$ cat src/hdl/psfosp_pkg.sv
// Shared types, constants and helpers for the outer sidelobe peak block.
`default_nettype none
package psfosp_pkg;

    localparam int MAX_DIM     = 256;
    localparam int SAMPLE_BITS = 18;
    localparam int COORD_W     = 8;
    localparam int DIM_W       = 9;
    localparam int CNT_W       = 17;
    localparam int CFG_W       = 9;
    localparam int IDX_W       = 2;

    localparam logic [IDX_W-1:0] CFG_PLANE_WIDTH  = 2'd0;
    localparam logic [IDX_W-1:0] CFG_PLANE_HEIGHT = 2'd1;
    localparam logic [IDX_W-1:0] CFG_HALF_WIDTH   = 2'd2;

    localparam logic [DIM_W-1:0]   RST_PLANE_WIDTH  = 9'd256;
    localparam logic [DIM_W-1:0]   RST_PLANE_HEIGHT = 9'd256;
    localparam logic [COORD_W-1:0] RST_HALF_WIDTH   = 8'd32;

    typedef struct packed {
        logic signed [SAMPLE_BITS-1:0] sample;
        logic                          last_sample;
    } t_in_word;

    typedef struct packed {
        logic [SAMPLE_BITS-1:0] sidelobe_level;
        logic [COORD_W-1:0]     peak_x;
        logic [COORD_W-1:0]     peak_y;
    } t_out_word;

    // Excluded window and plane size handed to the rescan unit
    typedef struct packed {
        logic [DIM_W-1:0] xl;
        logic [DIM_W-1:0] xh;
        logic [DIM_W-1:0] yl;
        logic [DIM_W-1:0] yh;
        logic [DIM_W-1:0] w;
        logic [DIM_W-1:0] h;
    } t_win;

    typedef struct packed {
        logic                   done;
        logic [SAMPLE_BITS-1:0] level;
    } t_scan_res;

    typedef enum logic [3:0] {
        ST_LOAD  = 4'b0001,
        ST_SETUP = 4'b0010,
        ST_SCAN  = 4'b0100,
        ST_DONE  = 4'b1000
    } t_state;

    function automatic logic [DIM_W-1:0] clamp_dim(input logic [DIM_W-1:0] v);
        logic [DIM_W-1:0] r;
        if (v == '0) begin
            r = DIM_W'(1);
        end else if (32'(v) > MAX_DIM) begin
            r = DIM_W'(MAX_DIM);
        end else begin
            r = v;
        end
        return r;
    endfunction

endpackage
`default_nettype wire

$ cat src/hdl/psfosp_outer.sv
// Rescan unit: walks the stored plane, skips the peak window, tracks max and min.
`default_nettype none
module psfosp_outer
    import psfosp_pkg::*;
#(
    parameter int STORE_DEPTH = 65536,
    parameter int ADDR_W      = 16
) (
    input  wire logic                          i_clk,
    input  wire logic                          i_rst_n,
    input  wire logic                          i_start,
    input  wire t_win                          i_win,
    output logic [ADDR_W-1:0]                  o_rd_addr,
    input  wire logic signed [SAMPLE_BITS-1:0] i_rd_data,
    output t_scan_res                          o_res
);

    logic                          r_busy;
    logic [DIM_W-1:0]              r_x;
    logic [DIM_W-1:0]              r_y;
    logic [CNT_W-1:0]              r_addr;
    logic                          r_use;
    logic                          r_fin;
    logic                          r_done;
    logic signed [SAMPLE_BITS-1:0] r_max;
    logic signed [SAMPLE_BITS-1:0] r_min;

    logic [31:0]                   addr_ext;
    logic                          in_range;
    logic                          in_win;
    logic                          at_end;
    logic                          row_end;
    logic signed [SAMPLE_BITS:0]   max_ext;
    logic signed [SAMPLE_BITS:0]   neg_min;
    logic signed [SAMPLE_BITS:0]   level;

    assign addr_ext  = 32'(r_addr);
    assign o_rd_addr = addr_ext[ADDR_W-1:0];
    assign in_range  = addr_ext < 32'(STORE_DEPTH);
    assign in_win    = (r_x >= i_win.xl) && (r_x <= i_win.xh)
                    && (r_y >= i_win.yl) && (r_y <= i_win.yh);
    assign row_end   = (r_y == i_win.h - DIM_W'(1));
    assign at_end    = row_end && (r_x == i_win.w - DIM_W'(1));

    always_ff @(posedge i_clk) begin
        if (!i_rst_n) begin
            r_busy <= 1'b0;
            r_use  <= 1'b0;
            r_fin  <= 1'b0;
            r_done <= 1'b0;
        end else begin
            r_use  <= r_busy && in_range && !in_win;
            r_fin  <= r_busy && at_end;
            r_done <= r_fin;
            if (i_start) begin
                r_busy <= 1'b1;
            end else if (r_busy && at_end) begin
                r_busy <= 1'b0;
            end
        end
    end

    // Address walk: row fastest, so the store address simply counts up
    always_ff @(posedge i_clk) begin
        if (i_start) begin
            r_x    <= '0;
            r_y    <= '0;
            r_addr <= '0;
        end else if (r_busy) begin
            r_addr <= r_addr + CNT_W'(1);
            if (row_end) begin
                r_y <= '0;
                r_x <= r_x + DIM_W'(1);
            end else begin
                r_y <= r_y + DIM_W'(1);
            end
        end
    end

    always_ff @(posedge i_clk) begin
        if (i_start) begin
            r_max <= '0;
            r_min <= '0;
        end else if (r_use) begin
            if (i_rd_data > r_max) begin
                r_max <= i_rd_data;
            end
            if (i_rd_data < r_min) begin
                r_min <= i_rd_data;
            end
        end
    end

    assign max_ext = (SAMPLE_BITS + 1)'(r_max);
    assign neg_min = -((SAMPLE_BITS + 1)'(r_min));
    assign level   = (max_ext > neg_min) ? max_ext : neg_min;

    assign o_res.done  = r_done;
    assign o_res.level = level[SAMPLE_BITS-1:0];

endmodule
`default_nettype wire

$ cat config.mk
export PLATFORM = sky130hd
export DESIGN_NAME = psfosp_outer
export DESIGN_NICKNAME = d
export VERILOG_FILES = /design/src/hdl/psfosp_pkg.sv /design/src/hdl/psfosp_outer.sv
export SDC_FILE = /design/constraint.sdc
export NUM_CORES = 1
export LEC_CHECK = 0
export BUFFER_PORTS_ARGS = -buffer_cell sky130_fd_sc_hd__buf_2
export CORE_UTILIZATION = 50
export CTS_BUF_LIST = sky130_fd_sc_hd__clkbuf_8 sky130_fd_sc_hd__clkbuf_16
export CTS_CLUSTER_SIZE = 12
export DETAILED_ROUTE_END_ITERATION = 10
export PLACE_DENSITY = 0.72
export SETUP_SLACK_MARGIN = 0.02
export SYNTH_ARGS = -nofsm -noshare
export SYNTH_HDL_FRONTEND = slang
export SYNTH_SLANG_ARGS = --single-unit
$ cat constraint.sdc
create_clock -name i_clk -period 6.35 [get_ports i_clk]
set_input_delay 0.635 -clock i_clk [delete_from_list [all_inputs] [get_ports i_clk]]
set_output_delay 0.635 -clock i_clk [all_outputs]
set_load 0.05 [all_outputs]
==> results.md <==
- Vias per cell: 5.326
- Proportion of layout cells with a drive suffix above 1: 16.12%
- Fin crit share: 88.04%
- Initial Utilization: 51.87%
- Post-cts sizing count: 0
- Share of total power in sequential cells: 32.6%
- Syn-to-layout area delta: 14.20%
- Worst reg2reg path startpoint: r_max[5]
- Postcts setup bufs: 0
- Total track usage: 23.15%
- Synth cell types: 49
- Top_reg_cell synth: dfxtp_1
- Post-synth top cells: ha_1 (96), inv_1 (90), nor2_1 (78)
- Port bufs: 109
- Final Instance Area: 7174 um2
- Core Box Area: 12,110 um2
- Net Sw Frac: 35.86%
- Detailed Route WL: 14,290 um
- CTS buffer count: 9
- Final min period: 5.590 ns
- Die X-Extent: 114.1 um
- Vias: 5,454
- Crit path arrival time: 4.96 ns
- Cts hold-fix bufs: 0
- Startpoint types: flop
- Crit path max fanout: 11
- Max-slew violation count: 0
- Worst Hold Depth: 1
- Clk buf depth: 2
- CP endpoint kind: output pin
- RSZ-0062 raised after global routing: no
- Antenna-violating nets left: 0
- Inserted Diodes: 0
- Clock Latency Late Sink: 0.34 ns
- Final nets: 1,022
- Clock sink count: 75
- Clock power frac: 34.6%
- CTS tree: done
- Worst Tran Pin Value: 0.7889 ns
- Asr flop ratio synth: 0%
- Vias in the first global route: 5,338
- Logic pwr share: 32.8%
- Fin Clk Skew: 0.006587 ns
- R2R Path End: r_max[14]
- FP Rows: 40
- Cell with the most instances after synthesis: ha_1
- First-pass GRT wire length: 24,390 um
- Status: finished clean
- Largest area contributor in the netlist: dfxtp_1
- Post-Syn Area: 6282 um2
- Syn Nets: 938
- Placed Area: 6867 um2
- Slowest CP cell: or4_4
- Post-synth top area share: 23.90%
- Cell Int Power: 974.3 uW
- Worst path required time: 5.71 ns
- Power per Cell Area: 211.7 nW/um2
- Top cells by area, synth: dfxtp_1 (24%), ha_1 (19%), mux2i_1 (9.4%)
- Seq/Total Area, Yosys: 23.90%
- # H-tree levels: 3
- Hold Path Origin: r_fin
- Routed WL per cell: 13.95 um
- CP cell instances: or3_4 -> or4_4 -> or4_4 -> or4_4 -> nor3_2 -> xnor2_1 -> ha_1 -> and4_1 -> nand3_1 -> o221ai_1 -> a21oi_2 -> buf_4 -> mux2i_1 -> buf_2
- GRT Residual Overflow: 0
- FF+latch count, synth: 75
- Maximum VDD drop: 114.1 uV
- EDFF count, synth: 0
- GPL Wtd Cong: 0.8415
- Die height: 114.1 um
- HP Class: reg2reg
- Initial antenna violation count: 0
- Max-slew headroom: 46.92%
- Crit path top cell by count: or4_4
- Setup tns final: 0 ns
- Worst setup path class: reg2out
- Total chip power: 1.519 mW
- Die area: 13,020 um2
- Largest net degree at the start of global routing: 70
- Fin Hold WS: 0.4401 ns
- DRC errors left: 0
- HPWL after DPL: 11,140 um
- Ys Warns: 0
- Fin. Hold Viols: 0
- Final worst slack: 0.7596 ns
- Mapped Cells: 767
- Root Buffer: clkbuf_16
- Leak: 3.241 nW
- Filler cells: 1,142
- Setup violators final: 0
- Crit path largest cell delay: 0.52 ns
- F_max: 178.9 MHz
- Max-Cap Viols: 0
- R2R cell count: 10
- R2R setup slack: 2.86 ns
- Drt initial violations: 252
- 1st-pass router iterations: 4
- Clock slew at reported path FFs: 0.06 ns
- Hold EP: r_done
- Sw power: 544.7 uW
- Placement Setup Slack: 1.132 ns
- IO Pins: 110
- Mean Syn Cell Area: 8.191 um2
logic make-up after synthesis:
group | share of synthesized area (%)
xor gates and xnor gates | 8.365
buffers and inverters | 8.803
and+or+nand+nor | 18.48
AOI/OAI and AO/OA | 11.93
adders and majority gates | 19.12
DFF | 23.90
muxes | 9.401
how the worst max path moves through the flow:
| stage | startpoint | end | slack [ns] | depth (start not counted) |
|---|---|---|---|---|
| 6_report | r_min[2] | o_res[0] | 0.76 | 14 |
| 5_1_grt | r_min[2] | o_res[0] | 0.56 | 14 |
| 4_1_cts | r_min[2] | o_res[0] | 0.74 | 14 |
| 3_5_place_dp | r_min[2] | o_res[0] | 1.13 | 14 |
| 3_3_place_gp | r_min[2] | o_res[17] | 1.22 | 14 |
| 2_1_floorplan | r_min[2] | o_res[10] | 0.78 | 14 |
metrics by stage:
step,std cells,utilization [%]
floorplan,767,-
global placement,1008,56.69
detailed placement,1008,56.69
CTS,1024,59.24
global route,1024,59.24
finish,1024,59.24
critical path: cells and delay by family, from the launching register on:
| family | cells | cell delay (ns) |
|---|---|---|
| buffers and inverters | 2 | 0.63 |
| muxes | 1 | 0.23 |
| adders and majority gates | 1 | 0.30 |
| DFF | 1 | 0.37 |
| and+or+nand+nor | 7 | 2.30 |
| AOI/OAI and AO/OA | 2 | 0.61 |
| xor gates and xnor gates | 1 | 0.19 |
cell usage in the layout (no fill, tap or decap), drive strengths merged, types with 30 or more instances in the layout:
cell / synthesis / routed
buf: 24 / 113
ha: 96 / 96
inv: 90 / 93
nor2: 78 / 78
dfxtp: 75 / 75
mux2i: 59 / 59
a21oi: 36 / 36
nand2: 33 / 33
xnor2: 30 / 30
xor2: 30 / 30
area by class of cell:
type,instances,area (um2),area share (%)
Clock buffer,9,225.2,3.139
Clock inverter,7,82.58,1.151
Inverter,90,337.8,4.709
Multi-Input combinational cell,562,4242,59.12
Sequential cell,75,1501,20.93
Tap cell,168,210.2,2.930
Timing Repair Buffer,113,575.6,8.022
sequential cells by signal (all words and copies together), names as in the netlist:
register,cells
r_max,18
r_min,18
r_busy,1
r_addr,17
r_x,9
r_use,1
r_fin,1
r_done,1
r_y,9
per-layer routing:
metal / vias up / track usage, % / share of wire [%]
li1: 2829 / - / -
met1: 2480 / 29.13 / 48
met2: 122 / 39.96 / 47
met3: 23 / 3.653 / 3.9
met4: 0 / 8.312 / 1.7
met5: - / 0 / 0
power by group through the flow:
stage | clock network (mW) | registers [mW] | logic, mW
after floorplan | 0 | 0.500 | 0.378
after global placement | 0 | 0.505 | 0.491
after detailed placement | 0 | 0.505 | 0.497
after CTS | 0.538 | 0.495 | 0.501
after global routing | 0.552 | 0.497 | 0.544
final | 0.525 | 0.495 | 0.498
Power figures use the tool's default switching activity.
